[src/hw/rtl/ali_pkg.sv]
`default_nettype none

package ali_pkg;

    localparam int CMD_W          = 3;
    localparam int POS_W          = 5;
    localparam int DATA_W         = 32;
    localparam int COUNT_W        = 5;
    localparam int STATUS_W       = 2;
    localparam int DEFAULT_CAPACITY = 16;

    localparam logic [CMD_W-1:0] OP_PUSH   = 3'd0;
    localparam logic [CMD_W-1:0] OP_INSERT = 3'd1;
    localparam logic [CMD_W-1:0] OP_POP    = 3'd2;
    localparam logic [CMD_W-1:0] OP_ERASE  = 3'd3;
    localparam logic [CMD_W-1:0] OP_SET    = 3'd4;
    localparam logic [CMD_W-1:0] OP_GET    = 3'd5;
    localparam logic [CMD_W-1:0] OP_CLEAR  = 3'd6;

    localparam logic [STATUS_W-1:0] ST_OK    = 2'd0;
    localparam logic [STATUS_W-1:0] ST_FULL  = 2'd1;
    localparam logic [STATUS_W-1:0] ST_EMPTY = 2'd2;
    localparam logic [STATUS_W-1:0] ST_RANGE = 2'd3;

    typedef struct packed {
        logic [CMD_W-1:0]         cmd;
        logic [POS_W-1:0]         position;
        logic signed [DATA_W-1:0] data_in;
    } ali_cmd_t;

    typedef struct packed {
        logic signed [DATA_W-1:0] read_data;
        logic [COUNT_W-1:0]       count;
        logic [STATUS_W-1:0]      status;
    } ali_rsp_t;

endpackage

`default_nettype wire

[src/hw/rtl/ali_mem.sv]
`default_nettype none

module ali_mem #(
    parameter int CAPACITY = ali_pkg::DEFAULT_CAPACITY
) (
    input  wire logic                          clk,
    input  wire logic                          wr_en,
    input  wire logic [$clog2(CAPACITY)-1:0]   wr_addr,
    input  wire logic [ali_pkg::DATA_W-1:0]    wr_data,
    input  wire logic                          rd_en,
    input  wire logic [$clog2(CAPACITY)-1:0]   rd_addr,
    output logic      [ali_pkg::DATA_W-1:0]    rd_data
);
    import ali_pkg::*;

    logic [DATA_W-1:0] store [CAPACITY];

    always_ff @(posedge clk)
    begin
        if (wr_en)
        begin
            store[wr_addr] <= wr_data;
        end
    end

    always_ff @(posedge clk)
    begin
        if (rd_en)
        begin
            rd_data <= store[rd_addr];
        end
    end

endmodule

`default_nettype wire

[src/hw/rtl/ali_seq.sv]
`default_nettype none

module ali_seq #(
    parameter int CAPACITY = ali_pkg::DEFAULT_CAPACITY
) (
    input  wire logic                          clk,
    input  wire logic                          rst_n,
    input  wire logic                          cmd_valid,
    output logic                               cmd_stall,
    input  wire ali_pkg::ali_cmd_t             cmd_data,
    output logic                               done,
    output ali_pkg::ali_rsp_t                  result,
    input  wire logic                          take,
    output logic                               mem_wr_en,
    output logic      [$clog2(CAPACITY)-1:0]   mem_wr_addr,
    output logic      [ali_pkg::DATA_W-1:0]    mem_wr_data,
    output logic                               mem_rd_en,
    output logic      [$clog2(CAPACITY)-1:0]   mem_rd_addr,
    input  wire logic [ali_pkg::DATA_W-1:0]    mem_rd_data
);
    import ali_pkg::*;

    localparam int CNT_W = $clog2(CAPACITY + 1);
    localparam int IDX_W = $clog2(CAPACITY);
    localparam int CMP_W = (CNT_W > POS_W) ? CNT_W : POS_W;

    typedef enum logic [4:0] {
        S_IDLE  = 5'b00001,
        S_READ  = 5'b00010,
        S_WRITE = 5'b00100,
        S_FETCH = 5'b01000,
        S_DONE  = 5'b10000
    } state_t;

    state_t              state_reg, state_next;
    logic [CNT_W-1:0]    count_reg, count_next;
    logic [IDX_W-1:0]    idx_reg, idx_next;
    logic [IDX_W-1:0]    pos_reg, pos_next;
    logic [DATA_W-1:0]   val_reg, val_next;
    logic                ins_reg, ins_next;
    logic [DATA_W-1:0]   rdata_reg, rdata_next;
    logic [STATUS_W-1:0] status_reg, status_next;

    logic                accept;
    logic                full;
    logic                empty;
    logic [CMP_W-1:0]    pos_ext;
    logic [CMP_W-1:0]    cnt_ext;
    logic [IDX_W-1:0]    step;
    logic [IDX_W-1:0]    last_idx;

    assign accept    = cmd_valid && (state_reg == S_IDLE);
    assign cmd_stall = (state_reg != S_IDLE);
    assign full      = (count_reg == CNT_W'(CAPACITY));
    assign empty     = (count_reg == '0);
    assign pos_ext   = CMP_W'(cmd_data.position);
    assign cnt_ext   = CMP_W'(count_reg);
    assign last_idx  = IDX_W'(count_reg - CNT_W'(1));

    // Shared index unit: walks down for insert, up for erase
    assign step = ins_reg ? (idx_reg - IDX_W'(1)) : (idx_reg + IDX_W'(1));

    assign done             = (state_reg == S_DONE);
    assign result.read_data = rdata_reg;
    assign result.count     = COUNT_W'(count_reg);
    assign result.status    = status_reg;

    always_comb
    begin
        state_next  = state_reg;
        count_next  = count_reg;
        idx_next    = idx_reg;
        pos_next    = pos_reg;
        val_next    = val_reg;
        ins_next    = ins_reg;
        rdata_next  = rdata_reg;
        status_next = status_reg;
        mem_wr_en   = 1'b0;
        mem_wr_addr = idx_reg;
        mem_wr_data = val_reg;
        mem_rd_en   = 1'b0;
        mem_rd_addr = step;

        case (state_reg)
            S_IDLE:
            begin
                if (accept)
                begin
                    rdata_next  = '0;
                    status_next = ST_OK;
                    val_next    = cmd_data.data_in;
                    pos_next    = IDX_W'(cmd_data.position);
                    state_next  = S_DONE;
                    case (cmd_data.cmd)
                        OP_PUSH:
                        begin
                            if (full)
                            begin
                                status_next = ST_FULL;
                            end
                            else
                            begin
                                mem_wr_en   = 1'b1;
                                mem_wr_addr = IDX_W'(count_reg);
                                mem_wr_data = cmd_data.data_in;
                                count_next  = count_reg + CNT_W'(1);
                            end
                        end
                        OP_INSERT:
                        begin
                            if (full)
                            begin
                                status_next = ST_FULL;
                            end
                            else if (pos_ext > cnt_ext)
                            begin
                                status_next = ST_RANGE;
                            end
                            else if (pos_ext == cnt_ext)
                            begin
                                mem_wr_en   = 1'b1;
                                mem_wr_addr = IDX_W'(count_reg);
                                mem_wr_data = cmd_data.data_in;
                                count_next  = count_reg + CNT_W'(1);
                            end
                            else
                            begin
                                ins_next   = 1'b1;
                                idx_next   = IDX_W'(count_reg);
                                state_next = S_READ;
                            end
                        end
                        OP_POP:
                        begin
                            if (empty)
                            begin
                                status_next = ST_EMPTY;
                            end
                            else
                            begin
                                count_next = count_reg - CNT_W'(1);
                            end
                        end
                        OP_ERASE, OP_SET, OP_GET:
                        begin
                            if (empty)
                            begin
                                status_next = ST_EMPTY;
                            end
                            else if (pos_ext >= cnt_ext)
                            begin
                                status_next = ST_RANGE;
                            end
                            else if (cmd_data.cmd == OP_SET)
                            begin
                                mem_wr_en   = 1'b1;
                                mem_wr_addr = IDX_W'(cmd_data.position);
                                mem_wr_data = cmd_data.data_in;
                            end
                            else if (cmd_data.cmd == OP_GET)
                            begin
                                mem_rd_en   = 1'b1;
                                mem_rd_addr = IDX_W'(cmd_data.position);
                                state_next  = S_FETCH;
                            end
                            else if (IDX_W'(cmd_data.position) == last_idx)
                            begin
                                // erase of the last element needs no shift
                                count_next = count_reg - CNT_W'(1);
                            end
                            else
                            begin
                                ins_next   = 1'b0;
                                idx_next   = IDX_W'(cmd_data.position);
                                state_next = S_READ;
                            end
                        end
                        OP_CLEAR:
                        begin
                            count_next = '0;
                        end
                        default:
                        begin
                            status_next = ST_OK;
                        end
                    endcase
                end
            end
            S_READ:
            begin
                if (ins_reg && (idx_reg == pos_reg))
                begin
                    // hole reached: place the new value
                    mem_wr_en   = 1'b1;
                    mem_wr_addr = pos_reg;
                    mem_wr_data = val_reg;
                    count_next  = count_reg + CNT_W'(1);
                    state_next  = S_DONE;
                end
                else
                begin
                    mem_rd_en   = 1'b1;
                    mem_rd_addr = step;
                    state_next  = S_WRITE;
                end
            end
            S_WRITE:
            begin
                mem_wr_en   = 1'b1;
                mem_wr_addr = idx_reg;
                mem_wr_data = mem_rd_data;
                if (!ins_reg && (step == last_idx))
                begin
                    count_next = count_reg - CNT_W'(1);
                    state_next = S_DONE;
                end
                else
                begin
                    idx_next   = step;
                    state_next = S_READ;
                end
            end
            S_FETCH:
            begin
                rdata_next = mem_rd_data;
                state_next = S_DONE;
            end
            S_DONE:
            begin
                if (take)
                begin
                    state_next = S_IDLE;
                end
            end
            default:
            begin
                state_next = S_IDLE;
            end
        endcase
    end

    always_ff @(posedge clk or negedge rst_n)
    begin
        if (!rst_n)
        begin
            state_reg <= S_IDLE;
            count_reg <= '0;
        end
        else
        begin
            state_reg <= state_next;
            count_reg <= count_next;
        end
    end

    always_ff @(posedge clk)
    begin
        idx_reg    <= idx_next;
        pos_reg    <= pos_next;
        val_reg    <= val_next;
        ins_reg    <= ins_next;
        rdata_reg  <= rdata_next;
        status_reg <= status_next;
    end

endmodule

`default_nettype wire

[src/hw/rtl/array_list_insert_erase_engine_top.sv]
`default_nettype none

// Ordered list of up to CAPACITY signed 32-bit words held in a single-port-write,
// single-port-read memory. One command transaction at a time: push, pop, set, clear
// and refused commands go straight to the result, a successful get reads first,
// insert at p below count shifts elements from p up before writing (insert at p
// equal to count appends directly), erase at p shifts the elements above p down;
// each shifted element costs one memory read and one write under the sequencer. A
// finished result sits in an output register, so the next command is accepted
// while it waits. Every command returns one result with read data, new count and status.
module array_list_insert_erase_engine_top #(
    parameter int CAPACITY = ali_pkg::DEFAULT_CAPACITY
) (
    input  wire logic               clk,
    input  wire logic               rst_n,
    input  wire logic               cmd_valid,
    output logic                    cmd_stall,
    input  wire ali_pkg::ali_cmd_t  cmd_data,
    output logic                    rsp_valid,
    input  wire logic               rsp_stall,
    output ali_pkg::ali_rsp_t       rsp_data
);
    import ali_pkg::*;

    localparam int IDX_W = $clog2(CAPACITY);

    logic              done;
    logic              take;
    ali_rsp_t          result;
    logic              rsp_valid_reg, rsp_valid_next;
    ali_rsp_t          rsp_data_reg, rsp_data_next;
    logic              mem_wr_en;
    logic [IDX_W-1:0]  mem_wr_addr;
    logic [DATA_W-1:0] mem_wr_data;
    logic              mem_rd_en;
    logic [IDX_W-1:0]  mem_rd_addr;
    logic [DATA_W-1:0] mem_rd_data;

    ali_seq #(
        .CAPACITY (CAPACITY)
    ) u_seq (
        .clk         (clk),
        .rst_n       (rst_n),
        .cmd_valid   (cmd_valid),
        .cmd_stall   (cmd_stall),
        .cmd_data    (cmd_data),
        .done        (done),
        .result      (result),
        .take        (take),
        .mem_wr_en   (mem_wr_en),
        .mem_wr_addr (mem_wr_addr),
        .mem_wr_data (mem_wr_data),
        .mem_rd_en   (mem_rd_en),
        .mem_rd_addr (mem_rd_addr),
        .mem_rd_data (mem_rd_data)
    );

    ali_mem #(
        .CAPACITY (CAPACITY)
    ) u_mem (
        .clk     (clk),
        .wr_en   (mem_wr_en),
        .wr_addr (mem_wr_addr),
        .wr_data (mem_wr_data),
        .rd_en   (mem_rd_en),
        .rd_addr (mem_rd_addr),
        .rd_data (mem_rd_data)
    );

    // Output register is free when empty or being drained this cycle
    assign take = !rsp_valid_reg || !rsp_stall;

    always_comb
    begin
        rsp_valid_next = rsp_valid_reg;
        rsp_data_next  = rsp_data_reg;
        if (take)
        begin
            rsp_valid_next = done;
            if (done)
            begin
                rsp_data_next = result;
            end
        end
    end

    always_ff @(posedge clk or negedge rst_n)
    begin
        if (!rst_n)
        begin
            rsp_valid_reg <= 1'b0;
        end
        else
        begin
            rsp_valid_reg <= rsp_valid_next;
        end
    end

    always_ff @(posedge clk)
    begin
        rsp_data_reg <= rsp_data_next;
    end

    assign rsp_valid = rsp_valid_reg;
    assign rsp_data  = rsp_data_reg;

endmodule

`default_nettype wire
[config.mk]
export PLATFORM = sky130hd
export DESIGN_NAME = array_list_insert_erase_engine_top
export DESIGN_NICKNAME = d
export VERILOG_FILES = /design/src/hw/rtl/ali_pkg.sv /design/src/hw/rtl/ali_mem.sv /design/src/hw/rtl/ali_seq.sv /design/src/hw/rtl/array_list_insert_erase_engine_top.sv
export SDC_FILE = /design/constraint.sdc
export NUM_CORES = 1
export LEC_CHECK = 0
export BUFFER_PORTS_ARGS = -buffer_cell sky130_fd_sc_hd__buf_2
export CAP_MARGIN = 5
export CORE_MARGIN = 2
export CORE_UTILIZATION = 59
export CTS_CLUSTER_SIZE = 12
export DETAILED_ROUTE_END_ITERATION = 7
export GPL_TIMING_DRIVEN = 0
export PLACE_DENSITY_LB_ADDON = 0.1
export SYNTH_ARGS = -nofsm -noshare
export SYNTH_HDL_FRONTEND = slang
export SYNTH_SLANG_ARGS = --single-unit
[constraint.sdc]
create_clock -name clk -period 6.6 [get_ports clk]
set_input_delay 0.33 -clock clk [delete_from_list [all_inputs] [get_ports clk]]
set_output_delay 0.33 -clock clk [all_outputs]
set_load 0.05 [all_outputs]
==> flow_summary.yaml, run 1 <==
clocking:
  clock_sinks: 669
  clk_pin_slew_worst_paths_ns: 0.05
  htreeDepth: 3
  insertion_delay_ns: 0.61
  cts_inserted_buffers: 69
  root_buffer: "clkbuf_16"
  clockBufferDepth: 3
  cts_tree: "built"
  post-cts-setup-buffer-count: 0
sta:
  hold_violations: 0
  fin_tns_setup_ns: 0
  maxSlewHeadroom_pct: 13.5
  fin_crit_sh_pct: 80.3
  slew_violations: 0
  hold_slack_ns: 0.0612
  fin_skew_ns: 0.0194
  period_needed_ns: 5.30
  rsz0062_at_grt: "false"
  fmax_ghz: 0.189
  worst-slew-pin-transition_ns: 1.30
  setup_viol: 0
global_route:
  grt_pass1_vias: 14800
  grt_use_met1_pct: 41.4
  antenna_found_initial: 3
  grt_pass1_wl_um: 95600
  grt_max_degree: 45
  grt_use_met3_pct: 5.44
  busiest_layer: "met2"
  track_usage_pct: 28.6
  use_met2_pct: 44.6
  overflow: 0
yosys:
  synth_cell_types: 60
  ys_seq_area_share_pct: 75.9
  avgSynthCellArea_um2: 17.1
  syn-cell-area_um2: 26400
  async_reset_ff_share_pct: 1.64
  synth_top_area_share_pct: 74.9
  synth.net_count: 1600
  synth-seq-cells: 669
  synth_area_leader_cell: "edfxtp_1"
  yosys_warnings: 0
  netlist_instances: 1546
  synth_edf_count: 658
  synthTopCellsByArea: "edfxtp_1, mux2i_1, o22ai_1, nand2_1, a22oi_1"
  synth_top_flop_cell: "edfxtp_1"
final_layout:
  drive_gt1_share_pct: 13.9
  area_growth_pct: 15.3
  final_common_cell: "edfxtp_1"
  seqCellArea_um2: 20000
  nNetsFinal: 1808
  final_util_pct: 68.8
  layout_common_cells: "edfxtp_1, mux2i_1, o22ai_1"
  multi_input_area_um2: 5970
  nFillCells: 2871
  largest_reg_flops: 512
routing:
  vias: 14900
  wire_per_inst_um: 27.3
  wl_um: 65100
  drcViolationCount: 0
  drt_iter0_drc: 1735
  avgViaCountPerCell: 6.26
  firstDrtPassIters: 5
  ant_nets: 0
run:
  maxCapViolations: 0
worst_setup_path:
  crit_buf_inv: 4
  r2r_cells: 12
  critical_path.max_fanout: 44
  path_class: "reg2reg"
  cp_top_family: "buffers and inverters"
  crit_path_cell_trace: "nor4_1, and2_1, nand2_1, inv_2, and4_4, buf_6, mux2i_4, or2_1, clkbuf_1, buf_1, o22ai_1, or4_1"
  cp.required_ns: 6.91
  arrival_ns: 5.61
  critPathCaptureType: "flop"
  regToRegStartpoint: "u_seq.state_reg[4]"
  max_stage_delay_ns: 0.94
  worst_path_max_delay_cell: "inv_2"
  cp-start-kind: "flop"
  r2r_setup_slack_ns: 1.30
  reg2reg_to: "u_mem.rd_data[10]"
floorplanning:
  dieHeight_um: 215
  start_util_pct: 59.7
  die_w_um: 215
  std_cell_rows: 77
  core_area_um2: 44200
  dieArea_um2: 46400
  ios: 85
placement:
  io_buffers: 83
  hpwl_um: 40400
  place_congestion: 0.870
status:
  outcome: "finished clean"
worst_hold_path:
  min-delay-start: "cmd_valid"
  hp-class: "in2reg"
  min_to: "u_seq.state_reg[4]"
  hold_depth: 3
power_and_ir_drop:
  total_power_mw: 10.3
  cellPowerDensity_nw_per_um2: 339
  peakVddDrop_v: 0.000259
  p_leak_nw: 10.8
==> worst max-delay path by stage <==
stage                  startpoint                   to  cells after the start
2_1_floorplan    u_seq.cnt_ext[2]   u_mem.store[11][0]                     10
3_3_place_gp     u_seq.cnt_ext[2]  u_mem.store[11][17]                     10
3_5_place_dp   u_seq.state_reg[4]    u_mem.rd_data[10]                     12
4_1_cts        u_seq.state_reg[4]    u_mem.rd_data[10]                     12
5_1_grt        u_seq.state_reg[4]    u_mem.rd_data[10]                     12
6_report       u_seq.state_reg[4]    u_mem.rd_data[10]                     12
==> tightest hold or removal path, cell delays in order <==
cell	delay (ns)
buf_2	0.11
nor2_1	0.07
a21oi_1	0.11
==> routing by layer <==
| metal | vias up | wire (um) |
|---|---|---|
| met5 | - | 0 |
| met4 | 0 | 1820 |
| met3 | 121 | 5630 |
| met2 | 673 | 30400 |
| met1 | 7584 | 27200 |
| li1 | 6543 | - |
==> stage by stage <==
step | cell area, um^2 | instances | setup WS (ns)
CTS | 30400 | 2381 | 1.29
finish | 30400 | 2382 | 1.30
global route | 30400 | 2381 | 0.998
detailed placement | 28100 | 2239 | 1.29
floorplan | 26400 | 1546 | 2.21
global placement | 27500 | 2221 | -0.638
==> cell families (layout without fill, tap and decap cells) <==
kind of cell             count (synthesis)  count (layout)  synth area share [%]
flip-flops                             669             669                  75.9
multiplexers                           263             263                  10.1
AND/OR/NAND/NOR                        257             257                  5.15
AO/OA/AOI/OAI                          235             235                  5.68
buffers and inverters                   95             338                  1.97
XOR/XNOR                                17              17                 0.721
adder cells (fa/ha/maj)                 10              10                 0.503
other                                    0               1                     0
==> where the power goes <==
part	leakage (nW)	switching [mW]	internal [mW]
combinational	3.69	1.14	0.448
sequential	6.10	0.0844	5.16
clock	0.966	1.54	1.96
==> cell usage after synthesis, types with 9 or more instances <==
master	count
mux2i_1	259
edfxtp_1	658
o21ai_0	22
nand2b_1	9
nor3_1	10
inv_1	14
clkbuf_1	44
o22ai_1	130
a22oi_1	35
a21oi_1	22
and2_1	33
nand2_1	89
buf_6	17
or4_1	33
dfrtp_1	10
ha_1	9
nor2_1	33
nand3_1	9
==> timing repair <==
item / CTS / global route
hold buffers: 36 / 0
gates resized for setup: 0 / 0
endpoints found under the hold margin: 46 / 0
==> final cells by class <==
cell class,count,area share [%]
flip-flops and latches,669,65.9
multi-input cells,782,19.6
clock buffers,88,6.01
repair buffers,137,3.86
well taps,592,2.43
plain buffers,80,1.52
clock inverters,18,0.502
inverters,15,0.185
diodes,1,0.00823
Power figures use the tool's default switching activity.
==> inputs of run 2 (changes only) <==
--- a/config.mk
+++ b/config.mk
@@ -8,7 +8,7 @@
 export BUFFER_PORTS_ARGS = -buffer_cell sky130_fd_sc_hd__buf_2
 export CAP_MARGIN = 5
 export CORE_MARGIN = 2
-export CORE_UTILIZATION = 59
+export CORE_UTILIZATION = 56
 export CTS_CLUSTER_SIZE = 12
 export DETAILED_ROUTE_END_ITERATION = 7
 export GPL_TIMING_DRIVEN = 0
==> constraint.sdc (replaced) <==
create_clock -name clk -period 4.6 [get_ports clk]
set_input_delay 0.23 -clock clk [delete_from_list [all_inputs] [get_ports clk]]
set_output_delay 0.23 -clock clk [all_outputs]
set_load 0.05 [all_outputs]
==> run 2 against run 1 <==
Power grew 44%. Sequential cell count is the same. Global-route usage shrank 1.4 points. Sequential power grew 44%. Worst hold slack lost 0.015 ns. Register-to-register slack lost 1.2 ns. First-iteration DRC count grew 6.3%. Via count shrank 0.46%. Non-clock buffer count grew 27. Sequential share of layout area shrank 0.81 points. Maximum frequency grew 18%. Critical path depth shrank 1.
==> flow_summary.yaml, run 2 (synthesis results as in run 1) <==
power_and_ir_drop:
  comb_power_share_pct: 15.7
  intPower_mw: 10.9
  p_switching_mw: 3.98
  p_leak_nw: 11.0
  cellPowerDensity_nw_per_um2: 482
  total_power_mw: 14.8
  peakVddDrop_v: 0.000505
  p_sw_share_pct: 26.8
  p_seq_share_pct: 50.6
  pwr-share-clk_pct: 33.7
worst_setup_path:
  arrival_ns: 4.78
  regToRegStartpoint: "u_seq.cnt_ext[1]"
  cp.required_ns: 4.90
  r2r_setup_slack_ns: 0.12
  critical_path.max_fanout: 10
  path_class: "reg2reg"
  reg2reg_to: "u_mem.rd_data[10]"
  cp-start-kind: "flop"
  critPathCaptureType: "flop"
  r2r_cells: 11
final_layout:
  largest_reg_flops: 512
  drive_gt1_share_pct: 16.0
  nNetsFinal: 1835
  area_growth_pct: 16.7
  final_util_pct: 66.2
  design_area_um2: 30800
  final_common_cell: "edfxtp_1"
  layout_common_cells: "edfxtp_1, mux2i_1, o22ai_1"
  antenna_cells: 0
sta:
  fin_skew_ns: 0.0222
  hold_violations: 0
  slew_violations: 0
  fin_crit_sh_pct: 97.4
  setup_viol: 0
  fin_tns_setup_ns: 0
  period_needed_ns: 4.48
  setup_ws_ns: 0.118
  fmax_ghz: 0.223
  maxSlewHeadroom_pct: 17.6
  worst-slew-pin-transition_ns: 1.24
status:
  outcome: "finished clean"
routing:
  avgViaCountPerCell: 6.14
  wl_um: 66700
  wire_per_inst_um: 27.6
  ant_nets: 0
  firstDrtPassIters: 6
  drcViolationCount: 0
  vias: 14900
  drt_iter0_drc: 1844
clocking:
  clock_sinks: 669
  cts_inserted_buffers: 69
  root_buffer: "clkbuf_16"
  insertion_delay_ns: 0.60
  cts_tree: "built"
  clockBufferDepth: 3
  clk_pin_slew_worst_paths_ns: 0.06
  htreeDepth: 3
run:
  maxCapViolations: 0
floorplanning:
  start_util_pct: 56.7
  std_cell_rows: 79
  dieArea_um2: 48900
  ios: 85
  core_area_um2: 46600
  die_w_um: 221
  dieHeight_um: 221
global_route:
  antenna_found_initial: 2
  grt_max_degree: 45
  busiest_layer: "met2"
  grt_use_met3_pct: 4.81
  overflow: 0
  grt_pass1_wl_um: 96700
  grt_use_met1_pct: 39.5
  track_usage_pct: 27.2
  grt_pass1_vias: 14700
  use_met2_pct: 42.8
worst_hold_path:
  hp-class: "in2async"
placement:
  hpwl_um: 40400
  place_congestion: 0.873
  pre_cts_ws_ns: -0.890
  placed_area_um2: 28100
  io_buffers: 83
[run 2: cell count changes in the layout (fill, tap and decap cells not counted), moves of 4 or more]
cell      previous run  this run
buf_12              13        28
buf_4                7        19
buf_1                5         1
clkbuf_1            61        44
clkbuf_2             0        15
[run 2: worst max-delay path by stage]
| stage | depth (start not counted) | slack [ns] | to | start |
|---|---|---|---|---|
| detailed placement | 12 | -0.89 | u_mem.rd_data[10] | u_seq.state_reg[4] |
| global placement | 10 | -2.89 | u_mem.store[11][17] | u_seq.cnt_ext[2] |
| global route | 10 | -0.004 | u_mem.store[13][18] | u_seq.cnt_ext[2] |
| floorplan | 10 | 0.21 | u_mem.store[11][0] | u_seq.cnt_ext[2] |
| CTS | 13 | 0.02 | u_mem.rd_data[10] | u_seq.cnt_ext[2] |
| finish | 11 | 0.12 | u_mem.rd_data[10] | u_seq.cnt_ext[1] |
[run 2: timing repair]
item,CTS,global route
gates resized for setup,22,20
hold buffers,39,0
pin swaps,15,1
buffers inserted,23,1
endpoints found under the hold margin,50,0
endpoints found under the setup margin,1006,683
[run 2: metal layers]
metal / share of wire [%] / wire length [um]
met1: 43 / 28500
met2: 47 / 31400
met3: 7.7 / 5140
met4: 2.5 / 1660
met5: 0 / 0
[run 2: cell type report]
cell class	count	area (um^2)
Timing Repair Buffer	164	1510
Clock buffer	88	1850
Multi-Input combinational cell	782	5970
Sequential cell	669	20000
Inverter	15	63.8
Clock inverter	14	96.3
Fill cell	3150	15800
Tap cell	607	759
Buffer	80	512
[run 2: metrics by stage]
step / hold WS, ns / instances
5_1_grt: 0.0547 / 2419
4_1_cts: 0.0284 / 2418
6_report: 0.0463 / 2419
3_3_place_gp: 0.111 / 2236
3_5_place_dp: 0.111 / 2254
2_1_floorplan: -0.0656 / 1546
[run 2: power groups by stage]
| stage | clock (mW) | sequential [mW] | combinational [mW] |
|---|---|---|---|
| finish | 5.00 | 7.52 | 2.33 |
| global route | 5.31 | 7.54 | 2.50 |
| CTS | 5.07 | 7.52 | 2.31 |
| detailed placement | 0 | 7.64 | 2.27 |
| global placement | 0 | 7.65 | 2.15 |
| floorplan | 0 | 7.83 | 1.25 |
[run 2: critical path: stages (launching register included)]
cell and delay (ns):
dfrtp_1 0.51, inv_1 0.28, ha_1 0.40, or4b_4 0.53, o21a_1 0.16, and4_4 0.19, buf_6 0.14, mux2_2 0.23
nand2b_1 0.30, clkbuf_1 0.63, o22ai_1 0.20, or4_1 0.62
==> inputs of run 3 (changes only) <==
--- a/config.mk
+++ b/config.mk
@@ -9,6 +9,7 @@
 export CAP_MARGIN = 5
 export CORE_MARGIN = 2
 export CORE_UTILIZATION = 56
+export CTS_BUF_LIST = sky130_fd_sc_hd__clkbuf_16
 export CTS_CLUSTER_SIZE = 12
 export DETAILED_ROUTE_END_ITERATION = 7
 export GPL_TIMING_DRIVEN = 0
==> run 3 against run 2 <==
Highest routed layer unchanged. Sequential share of layout area about the same. Setup slack got worse by 0.034 ns. Design area about the same. First-iteration DRC count increased by 0.60%.
==> flow_summary.yaml, run 3 (synthesis results as in run 1) <==
placement:
  place_congestion: 0.873
  hpwl_um: 40400
  dp.cells: 2254
  io_buffers: 83
run:
  maxCapViolations: 0
floorplanning:
  core_area_um2: 46600
  ios: 85
  dieHeight_um: 221
  die_w_um: 221
  std_cell_rows: 79
  dieArea_um2: 48900
  start_util_pct: 56.7
power_and_ir_drop:
  pwr-share-clk_pct: 33.5
  p_seq_share_pct: 50.7
  p_switching_mw: 4.00
  p_sw_share_pct: 27.0
  comb_power_share_pct: 15.8
  peakVddDrop_v: 0.000510
  intPower_mw: 10.8
  cellPowerDensity_nw_per_um2: 481
  p_leak_nw: 11.0
  total_power_mw: 14.8
global_route:
  grt_max_degree: 45
  overflow: 0
  grt_pass1_wl_um: 96700
  grt_pass1_vias: 14700
  antenna_found_initial: 2
  track_usage_pct: 27.2
routing:
  vias: 14900
  wire_per_inst_um: 27.6
  firstDrtPassIters: 5
  ant_nets: 0
  drt_iter0_drc: 1855
  avgViaCountPerCell: 6.15
  wl_um: 66700
  drcViolationCount: 0
clocking:
  clk_pin_slew_worst_paths_ns: 0.06
  root_buffer: "clkbuf_16"
  clock_sinks: 669
  clockBufferDepth: 3
  htreeDepth: 3
  insertion_delay_ns: 0.60
  cts_tree: "built"
  cts_inserted_buffers: 69
final_layout:
  antenna_cells: 0
  layout_common_cells: "edfxtp_1, mux2i_1, o22ai_1"
  largest_reg_flops: 512
  nFillCells: 3155
  drive_gt1_share_pct: 15.9
  final_common_cell: "edfxtp_1"
  nNetsFinal: 1834
  final_util_pct: 66.2
  area_growth_pct: 16.7
  final_cells: 2418
sta:
  rsz0062_at_grt: "true"
  fin_skew_ns: 0.0237
  fin_crit_sh_pct: 98.2
  period_needed_ns: 4.52
  slew_violations: 0
  hold_slack_ns: 0.0481
  setup_viol: 0
  fin_tns_setup_ns: 0
  fmax_ghz: 0.221
  worst-slew-pin-transition_ns: 1.24
  hold_violations: 0
  maxSlewHeadroom_pct: 17.1
worst_setup_path:
  arrival_ns: 4.81
  cp-start-kind: "flop"
  critical_path.max_fanout: 10
  cp.required_ns: 4.90
  critPathCaptureType: "flop"
  path_class: "reg2reg"
worst_hold_path:
  hp-class: "in2async"
status:
  outcome: "finished clean"
-- run 3: changes by cell type in the layout (fill, tap and decap cells not counted), sizes merged --
cell | previous run | this run
inv | 18 | 33
clkinv | 11 | 13
buf | 157 | 156
clkbuf | 133 | 116
-- run 3: path summary, 6_finish.rpt --
kind,from,to,slack (ns),cells past startpoint
worst max-delay path,u_seq.cnt_ext[1],u_mem.rd_data[10],0.08,11
worst min-delay path,rst_n,u_seq.cnt_ext[4],0.05,2
worst max register to register,u_seq.cnt_ext[1],u_mem.rd_data[10],0.08,11
worst min register to register,u_seq.rdata_reg[30],rsp_data[37],0.41,0
max in group asynchronous,rst_n,u_seq.state_reg[0],4.28,2
min in group clk,cmd_data[39],u_seq.ins_reg,0.24,4
-- run 3: final cells by class --
type                            count  area, um^2  share of cell area, %
Multi-Input combinational cell    782        5990                   19.4
Sequential cell                   669       20000                   65.0
Buffer                             80         510                   1.66
Tap cell                          607         759                   2.47
Timing Repair Buffer              163        1500                   4.88
Clock inverter                     31         160                  0.520
Inverter                           15        68.8                  0.223
Clock buffer                       71        1780                   5.77
-- run 3: power groups by stage --
| stage | logic [mW] | clock network, mW | registers, mW |
|---|---|---|---|
| 2_1_floorplan | 1.25 | 0 | 7.83 |
| 3_3_place_gp | 2.15 | 0 | 7.65 |
| 3_5_place_dp | 2.27 | 0 | 7.64 |
| 4_1_cts | 2.31 | 5.02 | 7.52 |
| 5_1_grt | 2.51 | 5.26 | 7.54 |
| 6_report | 2.34 | 4.96 | 7.52 |
-- run 3: layer usage --
metal,part of all wire (%),wire (um),GRT usage [%],up-vias
met5,0,0,0,-
met4,2.6,1740,8.08,0
met3,8.3,5520,4.81,122
met2,47,31300,42.9,645
met1,42,28100,39.5,7521
li1,-,-,-,6587
-- run 3: metrics by stage --
step	instance area, um^2	worst slack, ns
after floorplan	26400	0.210
after global placement	27600	-2.89
after detailed placement	28100	-0.890
after CTS	30800	0.0205
after global routing	30800	-0.0148
final	30800	0.0839
-- run 3: worst max-delay path, stage by stage, from the launching register on --
cell and delay, ns:
dfrtp_1 0.51, inv_1 0.28, ha_1 0.40, or4b_4 0.53
o21a_1 0.16, and4_4 0.19, buf_6 0.14, mux2_2 0.23
nand2b_1 0.30, clkbuf_1 0.63, o22ai_1 0.20, or4_1 0.64
-- run 3: what timing repair did --
action,4_1_cts,5_1_grt
endpoints found under the hold margin,50,0
pin swaps,15,1
hold buffers,39,0
resized for setup,22,20
setup buffers,23,0
endpoints found under the setup margin,1006,681
